`config.mk`:
```
export PLATFORM = sky130hd
export DESIGN_NAME = sem_ctrl
export DESIGN_NICKNAME = d
export VERILOG_FILES = /design/src/sem_pkg.sv /design/src/sem_ctrl.sv
export SDC_FILE = /design/constraint.sdc
export NUM_CORES = 1
export LEC_CHECK = 0
export BUFFER_PORTS_ARGS = -buffer_cell sky130_fd_sc_hd__buf_2
export CAP_MARGIN = 30
export CORE_AREA = 2 2 39 41
export DETAILED_ROUTE_END_ITERATION = 8
export DIE_AREA = 0 0 41 43
export GPL_TIMING_DRIVEN = 0
export HOLD_SLACK_MARGIN = 0.1
export SETUP_SLACK_MARGIN = 0.15
export SLEW_MARGIN = 15
export SYNTH_ARGS = -nofsm -noshare
export SYNTH_HDL_FRONTEND = slang
export SYNTH_SLANG_ARGS = --single-unit
```
`constraint.sdc`:
```
create_clock -name clk -period 2.1 [get_ports clk]
set_input_delay 0 -clock clk [delete_from_list [all_inputs] [get_ports clk]]
set_output_delay 0 -clock clk [all_outputs]
set_load 0.02 [all_outputs]
```
`src/sem_pkg.sv`:
```
// Shared types and constants for the Sobel edge magnitude block.
// No dependencies.
package sem_pkg;
    localparam int MaxWidth  = 2048;
    localparam int ColW      = $clog2(MaxWidth);
    localparam int RowW      = 16;
    localparam int WidthRegW = 12;
    localparam int PixW      = 8;
    localparam int SqW       = 17;
    localparam logic [WidthRegW-1:0] WidthReset  = 12'd640;
    localparam logic [RowW-1:0]      HeightReset = 16'd480;
    localparam logic [0:0]           RegWidth    = 1'b0;
    localparam logic [0:0]           RegHeight   = 1'b1;

    typedef enum logic [3:0] {
        ST_IDLE = 4'b0001,
        ST_READ = 4'b0010,
        ST_CALC = 4'b0100,
        ST_ROOT = 4'b1000
    } state_t;

    typedef struct packed {
        logic load;
        logic compute;
        logic root_start;
        logic root_step;
    } cmd_t;

    typedef struct packed {
        logic emit;
        logic root_last;
    } sts_t;
endpackage

```
`src/sem_ctrl.sv`:
```
// Controller: sequences load, compute and root steps, holds output valid.
// Depends on sem_pkg.
module sem_ctrl
    import sem_pkg::*;
(
    input  logic clk,
    input  logic rst_n,
    input  logic in_valid,
    output logic in_ready,
    output logic out_valid,
    input  logic out_ready,
    input  sts_t sts,
    output cmd_t cmd,
    output logic out_load
);
    state_t state_reg, state_next;
    logic   out_valid_reg, out_valid_next;

    always_comb
    begin
        state_next     = state_reg;
        out_valid_next = out_valid_reg;
        cmd            = '0;
        out_load       = 1'b0;
        in_ready       = 1'b0;
        if (out_valid_reg && out_ready)
            out_valid_next = 1'b0;
        case (state_reg)
            ST_IDLE:
            begin
                in_ready = 1'b1;
                if (in_valid)
                begin
                    cmd.load   = 1'b1;
                    state_next = ST_READ;
                end
            end
            ST_READ:
            begin
                cmd.compute = 1'b1;
                state_next  = sts.emit ? ST_CALC : ST_IDLE;
            end
            ST_CALC:
            begin
                cmd.root_start = 1'b1;
                state_next     = ST_ROOT;
            end
            ST_ROOT:
            begin
                // hold the last step until the output register is free
                if (!sts.root_last)
                    cmd.root_step = 1'b1;
                else if (!out_valid_reg || out_ready)
                begin
                    out_load       = 1'b1;
                    out_valid_next = 1'b1;
                    state_next     = ST_IDLE;
                end
            end
            default:
                state_next = ST_IDLE;
        endcase
    end

    always_ff @(posedge clk or negedge rst_n)
    begin
        if (!rst_n)
        begin
            state_reg     <= ST_IDLE;
            out_valid_reg <= 1'b0;
        end
        else
        begin
            state_reg     <= state_next;
            out_valid_reg <= out_valid_next;
        end
    end

    assign out_valid = out_valid_reg;
endmodule

```
# Word level (Yosys, flattened, before mapping)
# Index checks and enable logic that the tools add are counted.
# totals
regBits	5
input_bits	6
output_inout_bits	7
word_cells	32
# op_classes
n_eq_ne	7
muxes	19
reduce_logical	4
# op_table
operator	n
one-hot mux 4 bit (4 select lines)	1
two-way mux 1 bit	14
two-way mux 4 bit	3
!= test 2 bit (second input constant)	3
== test 4 x 1 -> 1 bit (second input constant)	1
== test 4 x 2 -> 1 bit (second input constant)	1
== test 4 x 3 -> 1 bit (second input constant)	1
== test 4 bit (second input constant)	1
two-way mux 3 bit	1
AND reduction 3 bit	1
logical AND 1 bit	1
zero test 1 bit	1
logical OR 1 bit	1

# Longest topological paths before layout
# Gate-level depths: netlist (run 1).
# logic_depth
depth_word	5
depth_mapped	3
mapped_depth_nobuf	3

# Worst setup path before layout (run 1)
# No wires, ideal clock.
# synth_path
path_type	register -> output
startpoint	register state_reg[0]
endpoint	output cmd[3] in the netlist's numbering
arrival_ns	1.712
required_ns	2.100
path_slack_ns	0.388
stages_incl_launch_ff	3
n_path_buf	0
cell_sequence	dfstp_2 > nor4b_1 > and2_1
# synth_lines
item	line_no	rtl
start: declaration	sem_ctrl.sv:16	state_t state_reg, state_next;
start signal: assignment	sem_ctrl.sv:74	state_reg <= state_next;
end: declaration	sem_ctrl.sv:13	output cmd_t cmd,

# Final worst setup path (run 1)
# layout_path
startpoint	register state_reg[1]
endpoint	register out_valid_reg, in the netlist out_valid
# layout_between
elab_chain_len	2
# layout_rtl
item	line_no	rtl
== test 4 bit	sem_ctrl.sv:28	case (state_reg)
two-way mux 1 bit	sem_ctrl.sv:28	
via out_valid_next	sem_ctrl.sv:17	logic out_valid_reg, out_valid_next;
end signal: assignment	sem_ctrl.sv:75	out_valid_reg <= out_valid_next;
end: declaration	sem_ctrl.sv:17	
# The timed path passes the listed nets, and every way through them passes these cells.
# A chain may end at the register's enable or synchronous reset.

==> impl_results.md, run 1 <==
* Initial antenna violation count at 0
* Worst slew margin at 75.2%
* Cells on Worst Hold Path at 4
* DR vias/cell at 4.17
* # diodes at 0
* Core area at 1380 µm²
* R2R Path End: out_valid
* CTS tree: done
* Total grt overflow at 0
* Setup ws final at 0.525 ns
* CTS Hold Buffers Added at 7
* HP Class: primary input to flip-flop
* CTS Buf Count at 3
* Max clock buf depth at 2
* Vias in the first global route at 210
* Hold Crit Start: out_ready
* Antenna viol nets, final at 0
* Final hold vios at 0
* Net count, final at 55
* Pins Over Slew Limit at 0
* Unrepaired setup endpoints after global routing: no
* Yosys warns at 0
* Crit-path max FO at 6
* Most common cell after layout, fill and taps aside: buf_2
* Clock Latency Late Sink at 0.24 ns
* # H-tree levels at 1
* Peak VDD IR at 334 µV
* Initial Utilization at 18.2%
* Synthesized area per cell at 10.1 µm²
* Initial drt markers at 5
* Die height at 43 µm
* Status: finished, final reports clean
* IO Port Bufs at 12
* Least-Margin Pin Slew at 0.366 ns
* CTS root buffer: clkbuf_4
* FF-to-FF setup slack at 0.53 ns
* Cell Rows at 14
* Cells on worst reg2reg path at 4
* Ports at 13
* CTS clk-pin slew, worst paths at 0.04 ns
* Most frequent cells in the layout: buf_2 (12), dlygate4sd3_1 (7), dfrtp_1 (4)
* CP Data Arrival Time at 1.75 ns
* Fmax at 0.635 GHz
* Layout cells sized above 1 at 35.4%
* Residual DRC at 0
* DR WL/cell at 9.63 µm
* Startpoint types: flip-flop
* Post-Place Worst Slack at 0.786 ns
* Worst Skew at 0.00255 ns
* Critical path class: flip-flop to flip-flop
* First-pass DRT Iterations at 2
* Post-CTS setup buffers at 0
* Largest net degree at the start of global routing at 7
* Max Cap Viol at 0
* Minimum clock period at 1.57 ns
* Synth cell types at 14
* Post-synthesis register bit count at 5
* Layout area overhead at 70.1%
* Final setup vio count at 0
* Post-CTS Resized at 0
* CP endpoint kind: flip-flop
* Die Wd at 41 µm
* Final worst-path cycle share at 75.0%
* Tot GR Track Use at 7.38%
* Hold worst-path end: state_reg[0]
* Post-DP HPWL at 415 µm
* Syn_nets at 31
* Die Area at 1760 µm²
* Largest register FFs at 4
* Post-route setup TNS at 0 ns
* Vias at 267
* CTS Sinks at 5
* Register area share after synthesis at 50.2%
* Power density over cell area at 811 nW/µm²
* Synthesized cell area at 251 µm²
* Placer Congestion at 0.770
* FF-to-FF Start: state_reg[1]
* Cells after synthesis at 25
* Leakage power total at 0.215 nW
* WP data required at 2.28 ns
* Routed WL at 616 µm
* Global-route wire length before repair at 807 µm
## cells in the mapped netlist
cell type / number / area share (%)
dfstp_2: 1 / 10
or4b_1: 1 / 4.0
nand2_1: 3 / 4.5
a21oi_2: 1 / 3.5
o21ai_0: 1 / 2.0
or2_1: 1 / 2.5
dfrtp_1: 4 / 40
nor2_1: 2 / 3.0
and3_1: 1 / 2.5
nand2b_1: 2 / 5.0
a211oi_1: 1 / 3.0
and2_1: 3 / 7.5
nor3_1: 1 / 2.0
nor4b_1: 3 / 10
## stage by stage
step	total power, W	std cells	instance area, µm²	util (%)	hold slack [ns]
2_1_floorplan	0.000195	25	251	-	-0.296
3_3_place_gp	0.000228	53	332	24.0	-0.183
3_5_place_dp	0.000229	53	332	24.0	-0.184
4_1_cts	0.000352	64	428	30.9	0.252
5_1_grt	0.000367	64	428	30.9	0.268
6_report	0.000347	64	428	30.9	0.267
## worst max path at each step
stage | endpoint | from | slack, ns | depth (start not counted)
finish | out_valid | state_reg[1] | 0.53 | 4
global route | out_valid | state_reg[1] | 0.44 | 4
CTS | out_valid | state_reg[1] | 0.52 | 4
detailed placement | state_reg[3] | state_reg[1] | 0.79 | 3
global placement | state_reg[3] | state_reg[1] | 0.80 | 3
floorplan | cmd[3] | state_reg[0] | 0.39 | 2
## report_power, final
part | internal [W] | leakage, nW | switching [W] | total (W)
sequential | 0.000116 | 0.0652 | 0.0000208 | 0.000137
combinational | 0.0000473 | 0.135 | 0.0000515 | 0.0000988
clock | 0.0000718 | 0.0150 | 0.0000389 | 0.000111
total | 0.000236 | 0.215 | 0.000111 | 0.000347
## critical path, cell delays in order (launching register included)
cell and delay [ns]:
dfrtp_1 0.42, nor4b_1 0.38, nand2_1 0.09, nand2_1 0.07
dlygate4sd3_1 0.54
## metal layers
metal | wire [µm] | part of all wire (%) | vias up | GRT usage, %
li1 | - | - | 137 | -
met1 | 312 | 51 | 116 | 9.21
met2 | 232 | 38 | 14 | 8.44
met3 | 71 | 12 | 0 | 6.28
met4 | 0 | 0 | 0 | 4.00
met5 | 0 | 0 | - | 0
## cell families after synthesis
group	Yosys count	share of synthesized area [%]
flops	5	50.3
compound gates	3	8.46
simple gates	17	41.3
## layout make-up
| class | count | area, µm² |
|---|---|---|
| clock buffers | 4 | 26.3 |
| fillers | 154 | 956 |
| multi-input cells | 20 | 125 |
| flip-flops and latches | 5 | 126 |
| well taps | 16 | 20.0 |
| repair buffers | 19 | 130 |
No activity file was read; power rests on OpenSTA's default activity.
==> run 2: changes to the inputs <==
ABC_AREA = 1   (was default)
clock period = 1.25 ns   (was 2.1 ns; I/O delays follow)
==> run 2 against run 1 <==
The run now ends with negative setup slack left. Die area unchanged. Sequential power up 86%. Register-to-register slack worse by 0.55 ns. Sequential cell count unchanged. Total power rose to 3.2 times the previous value. Critical path depth up 2. Largest cell class unchanged. Routed wire length up 26%.
==> impl_results.md, run 2 <==
* CTS Buf Count at 3 (unchanged)
* Crit-path max FO at 4 (was 6)
* Core area at 1380 µm² (unchanged)
* Ports at 13 (unchanged)
* HP Class: primary input to flip-flop (unchanged)
* Global-route wire length before repair at 1420 µm (was 807 µm)
* Synthesized area per cell at 7.19 µm² (was 10.1 µm²)
* Largest cells by area after synthesis: dfrtp_1 (32%), inv_1 (15%), nor2_1 (9.7%), dfstp_2 (8.5%), nor2_4 (7.3%) (was dfrtp_1 (40%), dfstp_2 (10%), nor4b_1 (10%), and2_1 (7.5%), nand2b_1 (5.0%))
* Worst slew margin at 84.0% (was 75.2%)
* Multi-input logic area at 148 µm² (was 125 µm²)
* Die height at 43 µm (unchanged)
* Least-Margin Pin Slew at 0.239 ns (was 0.366 ns)
* First-pass DRT Iterations at 4 (was 2)
* Unrepaired setup endpoints after global routing: yes (was no)
* # fillers at 164 (was 154)
* Placer Congestion at 0.672 (was 0.770)
* Worst Skew at 0.00464 ns (was 0.00255 ns)
* Tot GR Track Use at 13.0% (was 7.38%)
* Crit-path cells: inv_2 -> nor2_2 -> nand2_2 -> nor2_4 -> nor3_2 -> buf_4 (was nor4b_1 -> nand2_1 -> nand2_1 -> dlygate4sd3_1)
* Antenna viol nets, final at 0 (unchanged)
* DR WL/cell at 8.91 µm (was 9.63 µm)
* CP delay by family, top: flip-flops (was simple AND/OR/NAND/NOR gates)
* CP endpoint kind: primary output (was flip-flop)
* Post-layout util at 40.0% (was 30.9%)
* Minimum clock period at 1.33 ns
* Worst path slowest cell: dfstp_2 (was dlygate4sd3_1)
* Fmax at 0.750 GHz
* Setup ws final at -0.0839 ns (was 0.525 ns)
* Post-synth top flop: dfrtp_1 (unchanged)
* Max clock buf depth at 2 (unchanged)
* Vias at 345 (was 267)
* Largest register FFs at 4 (unchanged)
* Post-synthesis register bit count at 5 (unchanged)
* Vias in the first global route at 371 (was 210)
* Residual DRC at 0 (unchanged)
* Leakage power total at 0.309 nW (was 0.215 nW)
* Power density over cell area at 2000 nW/µm² (was 811 nW/µm²)
* Total grt overflow at 0 (unchanged)
* Count leader, synth: inv_1 (was dfrtp_1)
* Synthesized cell area at 309 µm² (was 251 µm²)
* Layout area overhead at 78.9% (was 70.1%)
* CTS root buffer: clkbuf_4 (unchanged)
* Share of the synthesized area in the top cell type at 32.4% (was 39.8%)
* Non-filler cells, final at 87 (was 64)
* Initial drt markers at 3 (was 5)
* Cell count after placement at 71 (was 53)
* Syn_nets at 49 (was 31)
* Worst path bufs/invs at 2 (was 1)
* Max Cap Viol at 0 (unchanged)
* Storage cell area at 126 µm² (unchanged)
* CTS clk-pin slew, worst paths at 0.05 ns (was 0.04 ns)
* Critical path class: flip-flop to primary output (was flip-flop to flip-flop)
* Status: finished with violations (was finished, final reports clean)
* Initial Utilization at 22.3% (was 18.2%)
* Post-synth EDFFs at 0 (unchanged)
* Peak VDD IR at 1270 µV (was 334 µV)
* Die Area at 1760 µm² (unchanged)
* Net count, final at 78 (was 55)
* CTS Sinks at 5 (unchanged)
* Post-DP HPWL at 464 µm (was 415 µm)
* CP Data Arrival Time at 1.33 ns (was 1.75 ns)
* CP peak stage delay at 0.54 ns (about the same)
* Initial antenna violation count at 0 (unchanged)
* CTS tree: done (unchanged)
* Final setup vio count at 5 (was 0)
* Yosys warns at 0 (unchanged)
* Cells after synthesis at 43 (was 25)
* Most frequent cells in the layout: inv_1 (9), buf_2 (9), nor2_1 (6), dlygate4sd3_1 (6) (was buf_2 (12), dlygate4sd3_1 (7), dfrtp_1 (4))
* Pins Over Slew Limit at 0 (unchanged)
* Final hold vios at 0 (unchanged)
* Synth cell count leaders: inv_1 (12), nor2_1 (8), nand2_1 (5), dfrtp_1 (4) (was dfrtp_1 (4), and2_1 (3), nand2_1 (3), nor4b_1 (3))
* Register area share after synthesis at 40.9% (was 50.2%)
* Startpoint types: flip-flop (unchanged)
* Final Power at 0.00110 W (was 0.000347 W)
* WP data required at 1.25 ns (was 2.28 ns)
* Yosys top cell by area: dfrtp_1 (unchanged)
* # H-tree levels at 1 (unchanged)
* Hold_ws at 0.163 ns (was 0.267 ns)
* # diodes at 0 (unchanged)
* Routed WL at 775 µm (was 616 µm)
* IO Port Bufs at 12 (unchanged)
* Final worst-path cycle share at 107%
* Async SR Flop Fraction at 100% (unchanged)
* Synth cell types at 11 (was 14)
* Layout cells sized above 1 at 52.1% (was 35.4%)
* Clock Latency Late Sink at 0.25 ns (was 0.24 ns)
* Cell Rows at 14 (unchanged)
* Die Wd at 41 µm (unchanged)
* Failing checks: negative setup slack
* DR vias/cell at 3.97 (was 4.17)
* Largest net degree at the start of global routing at 5 (was 7)
==> run 2: routing by layer <==
| metal | routed length [µm] | up-vias | track usage, % |
|---|---|---|---|
| li1 | - | 178 | - |
| met1 | 297 | 145 | 12.1 |
| met2 | 382 | 17 | 19.1 |
| met3 | 50 | 5 | 4.19 |
| met4 | 45 | 0 | 15.3 |
| met5 | 0 | - | 0 |
==> run 2: area by class of cell <==
cell class              instances  area share, %
inverters                      12           8.14
clock buffers                   4           4.75
well taps                      16           3.62
multi-input cells              26           26.7
flip-flops and latches          5           22.9
repair buffers                 24           33.9
==> run 2: final timing paths <==
| path | startpoint | to | slack [ns] | cells after the start |
|---|---|---|---|---|
| worst max-delay path | state_reg[0] | cmd[3] | -0.08 | 6 |
| worst max register to register | state_reg[0] | state_reg[0] | -0.02 | 9 |
| worst min-delay path | sts[0] | state_reg[3] | 0.16 | 4 |
| worst min register to register | out_valid | out_valid | 0.54 | 2 |
| max in group asynchronous | rst_n | state_reg[3] | 0.41 | 3 |
| min in group asynchronous | rst_n | state_reg[0] | 0.22 | 2 |
==> run 2: kinds of logic (layout without fill, tap and decap cells) <==
group	after synthesis	in the layout	synth area share, %
simple gates	23	23	38.5
buf+inv	12	40	14.6
flops	5	5	40.9
compound gates	3	3	6.07
==> run 2: worst min-delay path: stages <==
cell and delay (ns):
buf_2 0.10, inv_1 0.08, a21oi_2 0.06, o21ai_1 0.12
==> run 2: metrics by stage <==
stage | worst slack, ns | cell area (µm²) | TNS, ns
final | -0.0839 | 553 | -0.315
after global routing | -0.161 | 553 | -0.748
after CTS | -0.113 | 538 | -0.332
after detailed placement | 0.0963 | 394 | 0
after global placement | 0.116 | 394 | 0
after floorplan | 0.138 | 314 | 0
==> run 2: what timing repair did <==
item	in CTS	in global routing
hold buffers	6	0
hold endpoints to repair	8	0
gates resized for setup	9	3
setup buffers	5	1
gates cloned	0	0
endpoints found under the setup margin	8	10
pin swaps	5	3
==> run 2: report_power, final <==
part	internal, W	leakage [nW]	switching, W	total, W
logic	0.000320	0.229	0.000335	0.000655
clock network	0.000121	0.0150	0.0000726	0.000194
registers	0.000218	0.0648	0.0000364	0.000255
==> run 3: changes to the inputs <==
SKIP_CTS_REPAIR_TIMING = 1   (was default)
==> run 3 against run 2 <==
The flow still finishes with violations (negative setup slack). Cell area is 5.2% lower. Critical path depth is 1 lower. Clock skew is 0.0019 ns lower. Total power is 9.3% lower. Sequential power hardly changed. Largest cell class is now multi-input gates.
==> impl_results.md, run 3 (synthesized netlist as in run 2, its figures left out) <==
* WP data required at 1.25 ns (about the same)
* Leakage power total at 0.299 nW (was 0.309 nW)
* Largest net degree at the start of global routing at 6 (was 5)
* Non-filler cells, final at 84 (was 87)
* Most frequent cells in the layout: inv_1 (12), buf_2 (9), nor2_1 (6), buf_4 (6) (was inv_1 (9), buf_2 (9), nor2_1 (6), dlygate4sd3_1 (6))
* Minimum clock period at 1.35 ns (was 1.33 ns)
* Hold_ws at 0.0869 ns (was 0.163 ns)
* Layout cells sized above 1 at 47.1% (was 52.1%)
* CP endpoint kind: primary output (unchanged)
* Power density over cell area at 1910 nW/µm² (was 2000 nW/µm²)
* CTS tree: done (unchanged)
* Vias at 326 (was 345)
* Pins Over Slew Limit at 0 (unchanged)
* Tot GR Track Use at 9.48% (was 13.0%)
* Least-Margin Pin Slew at 0.194 ns (was 0.239 ns)
* First-pass DRT Iterations at 4 (unchanged)
* Total grt overflow at 0 (unchanged)
* Cell count after placement at 71 (unchanged)
* Failing checks: negative setup slack (unchanged)
* Max clock buf depth at 2 (unchanged)
* Critical path class: flip-flop to primary output (unchanged)
* Clock Latency Late Sink at 0.25 ns (about the same)
* Residual DRC at 0 (unchanged)
* # fillers at 159 (was 164)
* Initial drt markers at 7 (was 3)
* Power Internal at 0.000588 W (was 0.000660 W)
* Die Area at 1760 µm² (unchanged)
* Core area at 1380 µm² (unchanged)
* Sw power at 0.000413 W (was 0.000444 W)
* HP Class: primary input to async pin (was primary input to flip-flop)
* CP delay by family, top: flip-flops (unchanged)
* CP peak stage delay at 0.53 ns (was 0.54 ns)
* Antenna viol nets, final at 0 (unchanged)
* Sw Share at 41.3% (was 40.2%)
* Initial Utilization at 22.3% (unchanged)
* Final Power at 0.00100 W (was 0.00110 W)
* Peak VDD IR at 1110 µV (was 1270 µV)
* CP Data Arrival Time at 1.35 ns (was 1.33 ns)
* Vias in the first global route at 255 (was 371)
* Worst slew margin at 87.0% (was 84.0%)
* Seq pwr share at 25.1% (was 23.1%)
* CTS Buf Count at 3 (unchanged)
* Startpoint types: flip-flop (unchanged)
* Crit-path cells: nor2_1 -> nand2_2 -> nor2_4 -> nor3_2 -> buf_4 (was inv_2 -> nor2_2 -> nand2_2 -> nor2_4 -> nor3_2 -> buf_4)
* Final worst-path cycle share at 108% (was 107%)
* Die height at 43 µm (unchanged)
* # diodes at 0 (unchanged)
* Crit-path max FO at 5 (was 4)
* Final setup vio count at 3 (was 5)
* Final hold vios at 0 (unchanged)
* # H-tree levels at 1 (unchanged)
* Layout area overhead at 69.6% (was 78.9%)
* DR WL/cell at 8.20 µm (was 8.91 µm)
* Clk pwr share at 19.0% (was 17.6%)
* Setup ws final at -0.100 ns (was -0.0839 ns)
* Max Cap Viol at 0 (unchanged)
* Status: finished with violations (unchanged)
* CTS root buffer: clkbuf_4 (unchanged)
* Worst path bufs/invs at 1 (was 2)
* Fmax at 0.741 GHz (was 0.750 GHz)
* Global-route wire length before repair at 1010 µm (was 1420 µm)
* Post-layout util at 37.9% (was 40.0%)
* Unrepaired setup endpoints after global routing: yes (unchanged)
* Cell Rows at 14 (unchanged)
* CTS Sinks at 5 (unchanged)
* Worst Skew at 0.00275 ns (was 0.00464 ns)
* Worst path slowest cell: dfstp_2 (unchanged)
* Ports at 13 (unchanged)
* Post-DP HPWL at 464 µm (unchanged)
* Routed WL at 689 µm (was 775 µm)
* Gate power share at 55.9% (was 59.4%)
* Die Wd at 41 µm (unchanged)
* IO Port Bufs at 12 (unchanged)
* Placer Congestion at 0.672 (unchanged)
* Net count, final at 75 (was 78)
* Largest register FFs at 4 (unchanged)
* DR vias/cell at 3.88 (was 3.97)
* CTS clk-pin slew, worst paths at 0.04 ns (was 0.05 ns)
* Most common cell after layout, fill and taps aside: inv_1
* Initial antenna violation count at 0 (unchanged)
[run 3: power groups by stage]
stage | clock network (W) | registers [W] | logic (W)
3_5_place_dp | 0 | 0.000250 | 0.000442
2_1_floorplan | 0 | 0.000245 | 0.000339
3_3_place_gp | 0 | 0.000247 | 0.000434
4_1_cts | 0.000194 | 0.000248 | 0.000444
5_1_grt | 0.000209 | 0.000260 | 0.000625
6_report | 0.000190 | 0.000252 | 0.000559
[run 3: worst paths after layout]
path	start	end	slack [ns]	cells past startpoint
max	state_reg[0]	cmd[3]	-0.10	5
min	rst_n	state_reg[2]	0.09	2
max reg2reg	state_reg[0]	state_reg[1]	0.03	5
min reg2reg	out_valid	out_valid	0.57	2
max in group asynchronous	rst_n	state_reg[0]	0.96	2
min in group clk	sts[0]	state_reg[3]	0.17	4
[run 3: metrics by stage]
| step | cell area, µm² | setup WS, ns | setup TNS (ns) |
|---|---|---|---|
| 6_report | 524 | -0.100 | -0.250 |
| 3_5_place_dp | 394 | 0.0963 | 0 |
| 5_1_grt | 524 | -0.171 | -0.604 |
| 3_3_place_gp | 394 | 0.116 | 0 |
| 4_1_cts | 420 | -0.178 | -0.206 |
| 2_1_floorplan | 314 | 0.138 | 0 |
[run 3: routing by layer]
layer	up-vias	global-route usage, %	share of wire [%]
met4	0	12.0	6.4
li1	171	-	-
met5	-	0	0
met1	135	11.1	39
met2	16	11.3	47
met3	4	3.14	8.0
[run 3: layout make-up]
class | instances | area [µm²] | area share (%)
Clock buffer | 4 | 26.3 | 5.01
Multi-Input combinational cell | 26 | 155 | 29.6
Inverter | 12 | 45.0 | 8.59
Timing Repair Buffer | 21 | 151 | 28.9
Tap cell | 16 | 20.0 | 3.82
Sequential cell | 5 | 126 | 24.1
[run 3: worst register-to-register path: stages (launching register included)]
cell	delay [ns]
dfstp_2	0.53
inv_1	0.05
nor2_2	0.08
nand2_2	0.10
buf_4	0.16
nor3_1	0.21
